## src/design/dct_pkg.sv

```systemverilog
// Shared types, constants and micro-op programs for the 8x8 DCT block.
// Used by dct_ctrl, dct_dpath, the top level and the port checker.
package dct_pkg;

  localparam int COEF_FRAC_BITS = 14;
  localparam int COEF_W = COEF_FRAC_BITS + 2;
  localparam int IN_W = 20;
  localparam int ROW_W = 24;
  localparam int TMP_W = 32;
  localparam int ACC_W = TMP_W + COEF_W + 1;
  localparam int TA_W = 5;
  localparam int PC_W = 7;
  localparam int CI_W = 4;

  localparam logic signed [ACC_W-1:0] RND_HALF = ACC_W'(1) << (COEF_FRAC_BITS - 1);

  // coefficient indexes
  localparam logic [CI_W-1:0] K_A = 4'd0;
  localparam logic [CI_W-1:0] K_B = 4'd1;
  localparam logic [CI_W-1:0] K_C = 4'd2;
  localparam logic [CI_W-1:0] K_D = 4'd3;
  localparam logic [CI_W-1:0] K_E = 4'd4;
  localparam logic [CI_W-1:0] K_F = 4'd5;
  localparam logic [CI_W-1:0] K_G = 4'd6;
  localparam logic [CI_W-1:0] K_H = 4'd7;
  localparam logic [CI_W-1:0] K_I = 4'd8;
  localparam logic [CI_W-1:0] K_J = 4'd9;
  localparam logic [CI_W-1:0] K_L = 4'd10;
  localparam logic [CI_W-1:0] K_M = 4'd11;
  localparam logic [CI_W-1:0] K_HALF = 4'd12;

  typedef enum logic [2:0] {
    OP_LD, OP_ADD, OP_SUB, OP_MUL, OP_MACR, OP_MULR, OP_ST, OP_END
  } op_t;

  typedef struct packed {
    op_t             op;
    logic [TA_W-1:0] a;
    logic [TA_W-1:0] b;
    logic [TA_W-1:0] d;
    logic [CI_W-1:0] k;
    logic            neg;
  } uinst_t;

  typedef struct packed {
    logic                 load_we;
    logic [5:0]           load_addr;
    logic                 exec;
    uinst_t               inst;
    logic                 col;
    logic [2:0]           line;
    logic                 emit;
    logic [5:0]           emit_addr;
  } cmd_t;

  typedef struct packed {
    logic                   mode;
    logic signed [IN_W-1:0] in_value;
  } in_t;

  typedef struct packed {
    logic signed [IN_W-1:0] out_value;
    logic                   last;
  } out_t;

  // Coefficient in COEF_FRAC_BITS fractional bits, rounded from the Q18 table
  function automatic logic signed [COEF_W-1:0] coef(logic [CI_W-1:0] idx);
    int q;
    int v;
    int sh;
    sh = 18 - COEF_FRAC_BITS;
    unique case (idx)
      K_A:     q = 363604;
      K_B:     q = 72325;
      K_C:     q = 308249;
      K_D:     q = 205965;
      K_E:     q = 92682;
      K_F:     q = 121095;
      K_G:     q = 50159;
      K_H:     q = 185364;
      K_I:     q = 370728;
      K_J:     q = 342508;
      K_L:     q = 141871;
      K_M:     q = 65536;
      default: q = 0;
    endcase
    if (idx == K_HALF) begin
      v = 1 << (COEF_FRAC_BITS - 1);
    end else if (sh == 0) begin
      v = q;
    end else begin
      v = (q + (1 << (sh - 1))) >> sh;
    end
    return COEF_W'(v);
  endfunction

  function automatic uinst_t ui(op_t op, int a, int b, int d, logic [CI_W-1:0] k,
                                logic neg);
    uinst_t u;
    u.op = op;
    u.a = TA_W'(a);
    u.b = TA_W'(b);
    u.d = TA_W'(d);
    u.k = k;
    u.neg = neg;
    return u;
  endfunction

  // Forward 8-point butterfly; temps 0-7 hold the line, 8 and up hold nodes
  function automatic uinst_t fwd_prog(logic [PC_W-1:0] pc);
    uinst_t u;
    unique case (pc)
      7'd0:  u = ui(OP_LD, 0, 0, 0, K_A, 1'b0);
      7'd1:  u = ui(OP_LD, 0, 0, 1, K_A, 1'b0);
      7'd2:  u = ui(OP_LD, 0, 0, 2, K_A, 1'b0);
      7'd3:  u = ui(OP_LD, 0, 0, 3, K_A, 1'b0);
      7'd4:  u = ui(OP_LD, 0, 0, 4, K_A, 1'b0);
      7'd5:  u = ui(OP_LD, 0, 0, 5, K_A, 1'b0);
      7'd6:  u = ui(OP_LD, 0, 0, 6, K_A, 1'b0);
      7'd7:  u = ui(OP_LD, 0, 0, 7, K_A, 1'b0);
      7'd8:  u = ui(OP_ADD, 0, 7, 8, K_A, 1'b0);
      7'd9:  u = ui(OP_ADD, 1, 6, 9, K_A, 1'b0);
      7'd10: u = ui(OP_ADD, 2, 5, 10, K_A, 1'b0);
      7'd11: u = ui(OP_ADD, 3, 4, 11, K_A, 1'b0);
      7'd12: u = ui(OP_SUB, 0, 7, 12, K_A, 1'b0);
      7'd13: u = ui(OP_SUB, 1, 6, 13, K_A, 1'b0);
      7'd14: u = ui(OP_SUB, 2, 5, 14, K_A, 1'b0);
      7'd15: u = ui(OP_SUB, 3, 4, 15, K_A, 1'b0);
      7'd16: u = ui(OP_ADD, 8, 11, 16, K_A, 1'b0);
      7'd17: u = ui(OP_ADD, 9, 10, 17, K_A, 1'b0);
      7'd18: u = ui(OP_SUB, 8, 11, 18, K_A, 1'b0);
      7'd19: u = ui(OP_SUB, 9, 10, 19, K_A, 1'b0);
      7'd20: u = ui(OP_MUL, 12, 0, 0, K_A, 1'b0);
      7'd21: u = ui(OP_MACR, 15, 0, 20, K_B, 1'b0);
      7'd22: u = ui(OP_MUL, 13, 0, 0, K_C, 1'b0);
      7'd23: u = ui(OP_MACR, 14, 0, 21, K_D, 1'b0);
      7'd24: u = ui(OP_MUL, 13, 0, 0, K_D, 1'b1);
      7'd25: u = ui(OP_MACR, 14, 0, 22, K_C, 1'b0);
      7'd26: u = ui(OP_MUL, 12, 0, 0, K_B, 1'b0);
      7'd27: u = ui(OP_MACR, 15, 0, 23, K_A, 1'b1);
      7'd28: u = ui(OP_SUB, 20, 21, 24, K_A, 1'b0);
      7'd29: u = ui(OP_MULR, 24, 0, 25, K_E, 1'b0);
      7'd30: u = ui(OP_SUB, 22, 23, 24, K_A, 1'b0);
      7'd31: u = ui(OP_MULR, 24, 0, 26, K_E, 1'b0);
      7'd32: u = ui(OP_ADD, 16, 17, 24, K_A, 1'b0);
      7'd33: u = ui(OP_MULR, 24, 0, 27, K_E, 1'b0);
      7'd34: u = ui(OP_ST, 27, 0, 0, K_A, 1'b0);
      7'd35: u = ui(OP_ADD, 20, 21, 24, K_A, 1'b0);
      7'd36: u = ui(OP_MULR, 24, 0, 27, K_E, 1'b0);
      7'd37: u = ui(OP_ST, 27, 0, 1, K_A, 1'b0);
      7'd38: u = ui(OP_MUL, 18, 0, 0, K_F, 1'b0);
      7'd39: u = ui(OP_MACR, 19, 0, 27, K_G, 1'b0);
      7'd40: u = ui(OP_ST, 27, 0, 2, K_A, 1'b0);
      7'd41: u = ui(OP_SUB, 25, 26, 24, K_A, 1'b0);
      7'd42: u = ui(OP_MULR, 24, 0, 27, K_H, 1'b0);
      7'd43: u = ui(OP_ST, 27, 0, 3, K_A, 1'b0);
      7'd44: u = ui(OP_SUB, 16, 17, 24, K_A, 1'b0);
      7'd45: u = ui(OP_MULR, 24, 0, 27, K_E, 1'b0);
      7'd46: u = ui(OP_ST, 27, 0, 4, K_A, 1'b0);
      7'd47: u = ui(OP_ADD, 25, 26, 24, K_A, 1'b0);
      7'd48: u = ui(OP_MULR, 24, 0, 27, K_H, 1'b0);
      7'd49: u = ui(OP_ST, 27, 0, 5, K_A, 1'b0);
      7'd50: u = ui(OP_MUL, 18, 0, 0, K_G, 1'b0);
      7'd51: u = ui(OP_MACR, 19, 0, 27, K_F, 1'b1);
      7'd52: u = ui(OP_ST, 27, 0, 6, K_A, 1'b0);
      7'd53: u = ui(OP_ADD, 22, 23, 24, K_A, 1'b0);
      7'd54: u = ui(OP_MULR, 24, 0, 27, K_E, 1'b0);
      7'd55: u = ui(OP_ST, 27, 0, 7, K_A, 1'b0);
      default: u = ui(OP_END, 0, 0, 0, K_A, 1'b0);
    endcase
    return u;
  endfunction

  // Inverse 8-point butterfly
  function automatic uinst_t inv_prog(logic [PC_W-1:0] pc);
    uinst_t u;
    unique case (pc)
      7'd0:  u = ui(OP_LD, 0, 0, 0, K_A, 1'b0);
      7'd1:  u = ui(OP_LD, 0, 0, 1, K_A, 1'b0);
      7'd2:  u = ui(OP_LD, 0, 0, 2, K_A, 1'b0);
      7'd3:  u = ui(OP_LD, 0, 0, 3, K_A, 1'b0);
      7'd4:  u = ui(OP_LD, 0, 0, 4, K_A, 1'b0);
      7'd5:  u = ui(OP_LD, 0, 0, 5, K_A, 1'b0);
      7'd6:  u = ui(OP_LD, 0, 0, 6, K_A, 1'b0);
      7'd7:  u = ui(OP_LD, 0, 0, 7, K_A, 1'b0);
      7'd8:  u = ui(OP_MULR, 0, 0, 8, K_I, 1'b0);
      7'd9:  u = ui(OP_MUL, 1, 0, 0, K_A, 1'b0);
      7'd10: u = ui(OP_MACR, 7, 0, 9, K_B, 1'b0);
      7'd11: u = ui(OP_MUL, 2, 0, 0, K_J, 1'b0);
      7'd12: u = ui(OP_MACR, 6, 0, 10, K_L, 1'b0);
      7'd13: u = ui(OP_MUL, 3, 0, 0, K_C, 1'b0);
      7'd14: u = ui(OP_MACR, 5, 0, 11, K_D, 1'b0);
      7'd15: u = ui(OP_MULR, 4, 0, 12, K_I, 1'b0);
      7'd16: u = ui(OP_MUL, 3, 0, 0, K_D, 1'b1);
      7'd17: u = ui(OP_MACR, 5, 0, 13, K_C, 1'b0);
      7'd18: u = ui(OP_MUL, 2, 0, 0, K_L, 1'b0);
      7'd19: u = ui(OP_MACR, 6, 0, 14, K_J, 1'b1);
      7'd20: u = ui(OP_MUL, 1, 0, 0, K_B, 1'b1);
      7'd21: u = ui(OP_MACR, 7, 0, 15, K_A, 1'b0);
      7'd22: u = ui(OP_ADD, 8, 12, 16, K_A, 1'b0);
      7'd23: u = ui(OP_ADD, 9, 11, 17, K_A, 1'b0);
      7'd24: u = ui(OP_MULR, 10, 0, 18, K_I, 1'b0);
      7'd25: u = ui(OP_SUB, 8, 12, 19, K_A, 1'b0);
      7'd26: u = ui(OP_SUB, 9, 11, 20, K_A, 1'b0);
      7'd27: u = ui(OP_SUB, 16, 18, 30, K_A, 1'b0);
      7'd28: u = ui(OP_MULR, 30, 0, 21, K_E, 1'b0);
      7'd29: u = ui(OP_ADD, 19, 20, 30, K_A, 1'b0);
      7'd30: u = ui(OP_MULR, 30, 0, 22, K_E, 1'b0);
      7'd31: u = ui(OP_SUB, 19, 20, 30, K_A, 1'b0);
      7'd32: u = ui(OP_MULR, 30, 0, 23, K_E, 1'b0);
      7'd33: u = ui(OP_MULR, 14, 0, 24, K_I, 1'b0);
      7'd34: u = ui(OP_ADD, 13, 15, 25, K_A, 1'b0);
      7'd35: u = ui(OP_SUB, 13, 15, 26, K_A, 1'b0);
      7'd36: u = ui(OP_ADD, 24, 25, 30, K_A, 1'b0);
      7'd37: u = ui(OP_MULR, 30, 0, 27, K_E, 1'b0);
      7'd38: u = ui(OP_SUB, 24, 25, 30, K_A, 1'b0);
      7'd39: u = ui(OP_MULR, 30, 0, 28, K_E, 1'b0);
      7'd40: u = ui(OP_MULR, 26, 0, 29, K_HALF, 1'b0);
      7'd41: u = ui(OP_ADD, 16, 18, 31, K_A, 1'b0);
      7'd42: u = ui(OP_MUL, 31, 0, 0, K_M, 1'b0);
      7'd43: u = ui(OP_MACR, 17, 0, 30, K_E, 1'b0);
      7'd44: u = ui(OP_ST, 30, 0, 0, K_A, 1'b0);
      7'd45: u = ui(OP_MUL, 31, 0, 0, K_M, 1'b0);
      7'd46: u = ui(OP_MACR, 17, 0, 30, K_E, 1'b1);
      7'd47: u = ui(OP_ST, 30, 0, 7, K_A, 1'b0);
      7'd48: u = ui(OP_ADD, 22, 28, 30, K_A, 1'b0);
      7'd49: u = ui(OP_MULR, 30, 0, 30, K_H, 1'b0);
      7'd50: u = ui(OP_ST, 30, 0, 1, K_A, 1'b0);
      7'd51: u = ui(OP_SUB, 22, 28, 30, K_A, 1'b0);
      7'd52: u = ui(OP_MULR, 30, 0, 30, K_H, 1'b0);
      7'd53: u = ui(OP_ST, 30, 0, 2, K_A, 1'b0);
      7'd54: u = ui(OP_ADD, 21, 29, 30, K_A, 1'b0);
      7'd55: u = ui(OP_MULR, 30, 0, 30, K_H, 1'b0);
      7'd56: u = ui(OP_ST, 30, 0, 3, K_A, 1'b0);
      7'd57: u = ui(OP_SUB, 21, 29, 30, K_A, 1'b0);
      7'd58: u = ui(OP_MULR, 30, 0, 30, K_H, 1'b0);
      7'd59: u = ui(OP_ST, 30, 0, 4, K_A, 1'b0);
      7'd60: u = ui(OP_SUB, 23, 27, 30, K_A, 1'b0);
      7'd61: u = ui(OP_MULR, 30, 0, 30, K_H, 1'b0);
      7'd62: u = ui(OP_ST, 30, 0, 5, K_A, 1'b0);
      7'd63: u = ui(OP_ADD, 23, 27, 30, K_A, 1'b0);
      7'd64: u = ui(OP_MULR, 30, 0, 30, K_H, 1'b0);
      7'd65: u = ui(OP_ST, 30, 0, 6, K_A, 1'b0);
      default: u = ui(OP_END, 0, 0, 0, K_A, 1'b0);
    endcase
    return u;
  endfunction

endpackage

```

## src/design/dct_ctrl.sv

```systemverilog
// Controller for the 8x8 DCT: load, micro-op sequencing over 16 passes, emit.
// Depends on dct_pkg for the command struct and the micro-op programs.
module dct_ctrl (
  input  logic          clk,
  input  logic          rst_n,
  input  logic          in_valid,
  input  logic          in_mode,
  output logic          in_stall,
  output logic          out_valid,
  input  logic          out_stall,
  output logic          out_last,
  output dct_pkg::cmd_t cmd
);

  typedef enum logic [4:0] {
    S_LOAD    = 5'b00001,
    S_RD      = 5'b00010,
    S_EX      = 5'b00100,
    S_EMIT_RD = 5'b01000,
    S_EMIT    = 5'b10000
  } state_t;

  state_t                     state_r, state_nxt;
  logic [5:0]                 load_cnt_r, load_cnt_nxt;
  logic                       dir_r, dir_nxt;
  logic [3:0]                 pass_r, pass_nxt;
  logic [dct_pkg::PC_W-1:0]   pc_r, pc_nxt;
  logic [5:0]                 emit_cnt_r, emit_cnt_nxt;
  dct_pkg::uinst_t            inst;
  logic                       in_acc;

  assign inst = dir_r ? dct_pkg::inv_prog(pc_r) : dct_pkg::fwd_prog(pc_r);
  assign in_stall = (state_r != S_LOAD);
  assign in_acc = in_valid && !in_stall;
  assign out_valid = (state_r == S_EMIT);
  assign out_last = (emit_cnt_r == 6'd63);

  // drive datapath commands
  always_comb begin
    cmd.load_we = in_acc;
    cmd.load_addr = load_cnt_r;
    cmd.exec = (state_r == S_EX);
    cmd.inst = inst;
    cmd.col = pass_r[3];
    cmd.line = pass_r[2:0];
    cmd.emit = (state_r == S_EMIT_RD) || (state_r == S_EMIT);
    cmd.emit_addr = emit_cnt_r;
  end

  // next state
  always_comb begin
    state_nxt = state_r;
    load_cnt_nxt = load_cnt_r;
    dir_nxt = dir_r;
    pass_nxt = pass_r;
    pc_nxt = pc_r;
    emit_cnt_nxt = emit_cnt_r;
    unique case (state_r)
      S_LOAD: begin
        if (in_acc) begin
          if (load_cnt_r == 6'd0) begin
            dir_nxt = in_mode;
          end
          load_cnt_nxt = load_cnt_r + 6'd1;
          if (load_cnt_r == 6'd63) begin
            state_nxt = S_RD;
            pass_nxt = 4'd0;
            pc_nxt = '0;
          end
        end
      end
      S_RD: state_nxt = S_EX;
      S_EX: begin
        if (inst.op == dct_pkg::OP_END) begin
          pc_nxt = '0;
          if (pass_r == 4'd15) begin
            emit_cnt_nxt = 6'd0;
            state_nxt = S_EMIT_RD;
          end else begin
            pass_nxt = pass_r + 4'd1;
            state_nxt = S_RD;
          end
        end else begin
          pc_nxt = pc_r + dct_pkg::PC_W'(1);
          state_nxt = S_RD;
        end
      end
      S_EMIT_RD: state_nxt = S_EMIT;
      S_EMIT: begin
        if (!out_stall) begin
          if (emit_cnt_r == 6'd63) begin
            state_nxt = S_LOAD;
          end else begin
            emit_cnt_nxt = emit_cnt_r + 6'd1;
            state_nxt = S_EMIT_RD;
          end
        end
      end
      default: state_nxt = S_LOAD;
    endcase
  end

  always_ff @(posedge clk) begin
    if (!rst_n) begin
      state_r <= S_LOAD;
      load_cnt_r <= '0;
      dir_r <= 1'b0;
      pass_r <= '0;
      pc_r <= '0;
      emit_cnt_r <= '0;
    end else begin
      state_r <= state_nxt;
      load_cnt_r <= load_cnt_nxt;
      dir_r <= dir_nxt;
      pass_r <= pass_nxt;
      pc_r <= pc_nxt;
      emit_cnt_r <= emit_cnt_nxt;
    end
  end

endmodule

```

## config.mk

```make
export PLATFORM = sky130hd
export DESIGN_NAME = dct_ctrl
export DESIGN_NICKNAME = d
export VERILOG_FILES = /design/src/design/dct_pkg.sv /design/src/design/dct_ctrl.sv
export SDC_FILE = /design/constraint.sdc
export NUM_CORES = 1
export LEC_CHECK = 0
export BUFFER_PORTS_ARGS = -buffer_cell sky130_fd_sc_hd__buf_2
export CORE_UTILIZATION = 35
export CTS_CLUSTER_SIZE = 14
export DETAILED_ROUTE_END_ITERATION = 6
export SKIP_CTS_REPAIR_TIMING = 1
export SLEW_MARGIN = 20
export SYNTH_ARGS = -nofsm -noshare
export SYNTH_HDL_FRONTEND = slang
export SYNTH_MEMORY_MAX_BITS = 65536
export SYNTH_SLANG_ARGS = --single-unit
```

## constraint.sdc

```tcl
create_clock -name clk -period 9.25 [get_ports clk]
set_clock_uncertainty 0.05 [all_clocks]
set_input_delay 2.775 -clock clk [delete_from_list [all_inputs] [get_ports clk]]
set_output_delay 2.775 -clock clk [all_outputs]
set_load 0.01 [all_outputs]
```

# After elaboration in Yosys (flattened, before gate mapping)

Memories as Yosys holds them, arrays and structs flattened. A register that Yosys moved wholly into a read port is not among the register bits.
Cells that the tools add are included.

Bits in registers: 29
Memory bits (read-only): 4352
Input port bits: 5
Logic and storage cells: 68
Memories: 2

Memories:

| name             | depth | width | read ports | clocked after Yosys merged registers in | write ports | RTL line       | source |
|---|---|---|---|---|---|---|---|
| (name not given) | 128   | 23    | 1          | 1                                       | 0           | dct_pkg.sv:177 | `unique case (pc)` |
| (name not given) | 64    | 22    | 1          | 1                                       | 0           | dct_pkg.sv:112 | `unique case (pc)` |

Add/subtract/negate cells: 4
Eq/ne operators: 17
Mux-type cells: 27
Reductions and logical operators: 12

Operators by type and width:

| kind                                                                    | number |
|---|---|
| 23-bit two-way mux                                                      | 2 |
| 6-bit two-way mux                                                       | 6 |
| 7-bit two-way mux                                                       | 5 |
| 5-bit case mux with 5 select lines                                      | 1 |
| 4-bit two-way mux                                                       | 6 |
| 5-bit two-way mux                                                       | 4 |
| 7-bit case mux with 2 select lines                                      | 1 |
| 6-bit by 1-bit adder with 6-bit output, second input constant           | 2 |
| 6-bit equality test, second input constant                              | 2 |
| 6-bit case mux with 2 select lines                                      | 1 |
| 2-bit inequality test, second input constant                            | 5 |
| 5-bit AND reduction                                                     | 2 |
| 3-bit AND reduction                                                     | 3 |
| 4-bit case mux with 2 select lines                                      | 1 |
| 7-bit by 1-bit adder with 7-bit output, second input constant           | 1 |
| 6-bit logical NOT                                                       | 1 |
| 5-bit by 1-bit equality test with 1-bit output, second input constant   | 1 |
| 5-bit by 2-bit equality test with 1-bit output, second input constant   | 1 |
| 5-bit by 3-bit equality test with 1-bit output, second input constant   | 1 |
| 5-bit by 4-bit equality test with 1-bit output, second input constant   | 1 |
| 5-bit equality test, second input constant                              | 1 |
| 5-bit by 1-bit inequality test with 1-bit output, second input constant | 1 |
| 4-bit by 1-bit adder with 4-bit output, second input constant           | 1 |
| 4-bit equality test, second input constant                              | 1 |
| 7 further kinds                                                         | 9 |

# Depth between registers and ports, before layout

Word-level depth: 7
Mapped depth: 17

# Worst setup path after synthesis

Ideal clock, no wire load.

Kind: input to register
Start: input port in_valid
End: register with a tool-made name
Library setup time: 120 ps
Arrival: 6159 ps
Data required time: 9080 ps
Slack: 2921 ps
Stages on the path: 16
Path buffers: 4
Cells stage by stage: nand4_1 > or4_1 > buf_2 > buf_6 > nand2_2 > xor2_1 > clkbuf_1 > nand2_1 > inv_1 > ha_1 > clkbuf_1 > o21ai_0 > a21oi_1 > nor3_1 > or4b_1 > o31a_1

RTL lines:

| item            | RTL line      | source |
|---|---|---|
| start, declared | dct_ctrl.sv:6 | `input logic in_valid,` |

==> results.py <==
metrics = {
    "grt": {
        "largest_net_degree_at_the_start_of_global_routing": 38,
        "grt.total_usage_pct": 26.9,
        "globalRouteOverflowTotal": 0,
        "grt_pass1_vias": 5775,
        "grt_first_pass_wirelength_mm": 34.0,
        "grt_antenna_before_repair": 0,
    },
    "power_and_ir_drop": {
        "cellLeakagePower_nw": 2.49,
        "power_density_nw_per_um2": 138,
        "ir_worst_vdd_mv": 0.0793,
    },
    "flow_run": {
        "max-cap-violations": 0,
    },
    "detailed_routing": {
        "routed_via_density": 6.68,
        "detailed_routing_iterations_pass_1": 7,
        "routed_wl_mm": 22.7,
        "detailroute.via_count": 6659,
        "final_antenna_net_count": 0,
        "wire_per_inst_um": 22.8,
        "detail_route.iter0.violations": 1328,
        "drc": 6,
    },
    "sta": {
        "finalHoldViolations": 0,
        "setup_tns_ns": 0,
        "maxSlewViolCount": 0,
        "grt_setup_unrepaired": "false",
        "finalCritPeriodShare_pct": 83.4,
        "timing.hold.ws_ns": 0.472,
        "maximum_clock_frequency_mhz": 130,
        "min_period_ns": 7.71,
        "worst_relative_slew_slack_pct": 32.7,
        "transition_at_the_pin_with_the_smallest_max_transition_slack_ns": 1.01,
        "setup-violations-final": 0,
    },
    "floorplanning": {
        "floorplan.initialDensity_pct": 35.9,
        "core-area_um2": 15900,
        "die_h_um": 130,
        "design.die.area_um2": 16800,
        "die_width_um": 130,
        "placementRows": 46,
        "io_pins": 50,
    },
    "synthesis": {
        "ys_seq_area_share_pct": 25.9,
        "library_cell_with_the_largest_summed_area_after_synthesis": "sky130_fd_sc_hd__dfxtp_1",
        "yosys.area_share.simple_pct": 21.9,
        "yosys-top-cells-area": "sky130_fd_sc_hd__dfxtp_1 26%, sky130_fd_sc_hd__nand2_1 5.3%, sky130_fd_sc_hd__a21oi_1 4.6%",
        "synthesis.area_um2": 5710,
        "area_share_of_the_leading_cell_type_in_the_synthesized_netlist_pct": 25.9,
        "synthesis.area_per_instance_um2": 7.45,
        "synth_mux_area_share_pct": 2.89,
        "synth_top_flop_cell": "sky130_fd_sc_hd__dfxtp_1",
        "synth-seq-cells": 74,
        "synthesized_net_count": 787,
        "adder_cell_share_of_the_synthesized_area_pct": 3.51,
        "synth_edf_count": 0,
        "synth_compound_area_share_pct": 36.1,
        "synth_xor_area_share_pct": 3.22,
        "yosysUniqueCellTypes": 78,
        "synth-async-reset-ratio_pct": 0,
        "synthCells": 766,
        "yosysWarnings": 0,
        "synth_top_family_by_area": "compound AO/OA/AOI/OAI gates",
    },
    "worst_hold_path": {
        "worstHoldPathType": "flip-flop to flip-flop",
    },
    "worst_setup_path": {
        "path_delay_family": "simple AND/OR/NAND/NOR gates",
        "timing.critical_path.required_ns": 9.43,
        "setup.worst_path.class": "input pin to flip-flop",
        "critical-path-max-stage-delay_ns": 0.89,
        "timing.critical_path.buf_inv": 2,
        "worst_path_cell_with_the_longest_stage_delay": "sky130_fd_sc_hd__ha_1",
        "endpoint_kind": "flip-flop",
        "cp_max_fo": 22,
        "crit_arrival_ns": 7.89,
        "worst_setup_path_start_kind": "input pin",
        "path_cells": "buf_2, nand4_1, or4_1, nand2_2, xor2_1, nand2_1, ha_1, clkinv_1, nand3_1, o32ai_1, o31a_1, a2111oi_0, a21boi_1",
    },
    "placement": {
        "gpl.final_weighted_congestion": 1.00,
        "placed_cell_area_um2": 6080,
        "dp_hpwl_mm": 15.1,
        "port_buffers": 49,
        "placed_cells_incl_taps": 981,
    },
    "cells_and_area": {
        "final_cells": 997,
        "layout_cells_sized_above_1_pct": 14.5,
        "finalNetCount": 797,
        "final_cell_area_um2": 6390,
        "num-fill-cells": 1663,
        "area_growth_pct": 11.9,
        "antenna_cells": 0,
    },
    "clock_tree": {
        "clkSlewWorstSetupHoldPaths_ns": 0.07,
        "cts_tree": "built",
        "clock-sinks": 74,
        "insertion_delay_ns": 0.35,
        "cts_root_buffer": "sky130_fd_sc_hd__clkbuf_16",
        "number_of_buffers_added_by_the_clock_tree_synthesis_step": 9,
        "clockBufferDepth": 2,
        "cts_max_level": 3,
    },
    "run_status": {
        "violations": "DRC",
        "run_status": "finished, violations left",
    },
}
==> cell usage in the layout (no fill, tap or decap), types with 5 or more instances in the layout <==
cell,netlist,final
sky130_fd_sc_hd__nand2_1,80,80
sky130_fd_sc_hd__dfxtp_1,74,74
sky130_fd_sc_hd__nor2_1,62,62
sky130_fd_sc_hd__a21oi_1,52,52
sky130_fd_sc_hd__o21ai_0,51,51
sky130_fd_sc_hd__buf_2,11,49
sky130_fd_sc_hd__nand3_1,29,29
sky130_fd_sc_hd__nor3_1,26,25
sky130_fd_sc_hd__a22o_1,21,21
sky130_fd_sc_hd__buf_4,2,19
sky130_fd_sc_hd__inv_1,17,17
sky130_fd_sc_hd__a211oi_1,17,17
sky130_fd_sc_hd__o211ai_1,16,16
sky130_fd_sc_hd__ha_1,16,16
sky130_fd_sc_hd__a31oi_1,13,13
sky130_fd_sc_hd__xor2_1,12,12
sky130_fd_sc_hd__mux2i_1,12,11
sky130_fd_sc_hd__nor4_1,10,10
sky130_fd_sc_hd__o31ai_1,10,10
sky130_fd_sc_hd__and2_1,9,9
sky130_fd_sc_hd__xnor2_1,9,9
sky130_fd_sc_hd__o22ai_1,9,9
sky130_fd_sc_hd__a22oi_1,9,9
sky130_fd_sc_hd__clkbuf_16,0,9
sky130_fd_sc_hd__nand4_1,8,8
sky130_fd_sc_hd__and3_1,8,8
sky130_fd_sc_hd__a211o_1,7,7
sky130_fd_sc_hd__a32oi_1,6,6
sky130_fd_sc_hd__o21a_1,5,5
sky130_fd_sc_hd__a311oi_1,5,5
sky130_fd_sc_hd__a221oi_1,5,5
==> kinds of logic (layout without fill, tap and decap cells) <==
| kind of cell | after synthesis | count (layout) |
|---|---|---|
| simple gates | 262 | 262 |
| xor+xnor | 21 | 21 |
| buf+inv | 90 | 105 |
| compound gates | 287 | 287 |
| flops | 74 | 74 |
| fa+ha+maj | 16 | 16 |
| mux | 16 | 16 |
==> metal layers <==
metal	wire (µm)	vias up	track usage, %
met2	8770	571	37.0
met3	3300	164	9.88
met5	0	-	0
met4	1410	0	14.4
li1	-	2923	-
met1	9200	3001	36.2
==> worst min-delay path, cell delays in order (launching register included) <==
cell and delay (ns):
sky130_fd_sc_hd__dfxtp_1 0.36, sky130_fd_sc_hd__nand2_1 0.08, sky130_fd_sc_hd__nor3_1 0.04
==> where the power goes <==
part,internal [W],total (W),leakage (nW),switching [W]
clock network,0.000211,0.000357,0.148,0.000146
logic,0.0000565,0.000177,1.74,0.000121
registers,0.000335,0.000350,0.601,0.0000142
total,0.000603,0.000884,2.49,0.000281
==> worst paths after layout <==
check | from | end | slack (ns) | cells after the start
max | in_valid | flip-flop | 1.54 | 13
max reg2reg | state_r[2]$_SDFFE_PN0P_ | flip-flop | 3.38 | 12
min | state_r[1]$_SDFFE_PN0P_ | state_r[2]$_SDFFE_PN0P_ | 0.47 | 2
min reg2reg | state_r[1]$_SDFFE_PN0P_ | state_r[2]$_SDFFE_PN0P_ | 0.47 | 2
==> cells in the mapped netlist, types with 6 or more instances <==
library cell,count
sky130_fd_sc_hd__o211ai_1,16
sky130_fd_sc_hd__dfxtp_1,74
sky130_fd_sc_hd__nor3_1,26
sky130_fd_sc_hd__a211oi_1,17
sky130_fd_sc_hd__a21oi_1,52
sky130_fd_sc_hd__o22ai_1,9
sky130_fd_sc_hd__and2_1,9
sky130_fd_sc_hd__mux2i_1,12
sky130_fd_sc_hd__a22oi_1,9
sky130_fd_sc_hd__nand4_1,8
sky130_fd_sc_hd__o31ai_1,10
sky130_fd_sc_hd__and3_1,8
sky130_fd_sc_hd__xor2_1,12
sky130_fd_sc_hd__nor2_1,62
sky130_fd_sc_hd__a211o_1,7
sky130_fd_sc_hd__a22o_1,21
sky130_fd_sc_hd__o21ai_0,51
sky130_fd_sc_hd__ha_1,16
sky130_fd_sc_hd__buf_2,11
sky130_fd_sc_hd__a32oi_1,6
sky130_fd_sc_hd__clkbuf_1,51
sky130_fd_sc_hd__nor4_1,10
sky130_fd_sc_hd__inv_1,17
sky130_fd_sc_hd__nand2_1,80
sky130_fd_sc_hd__nand3_1,29
sky130_fd_sc_hd__a31oi_1,13
sky130_fd_sc_hd__xnor2_1,9
==> per-stage QoR <==
step           setup WS [ns]  util, %  power [W]
2_1_floorplan           2.92        -   0.000465
3_3_place_gp            1.59     38.3   0.000525
3_5_place_dp            1.36     38.3   0.000522
4_1_cts                 1.72     40.2   0.000877
5_1_grt                 1.34     40.2   0.000914
6_report                1.54     40.2   0.000884
==> cell type report <==
class                   instances  area, µm²  area share (%)
inverters                      21       78.8            1.23
flip-flops and latches         74       1480            23.2
clock buffers                  13        280            4.39
multi-input cells             602       3870            60.6
well taps                     216        270            4.23
clock inverters                 3       21.3           0.333
repair buffers                 68        388            6.07
No activity file was read; power rests on OpenSTA's default activity.
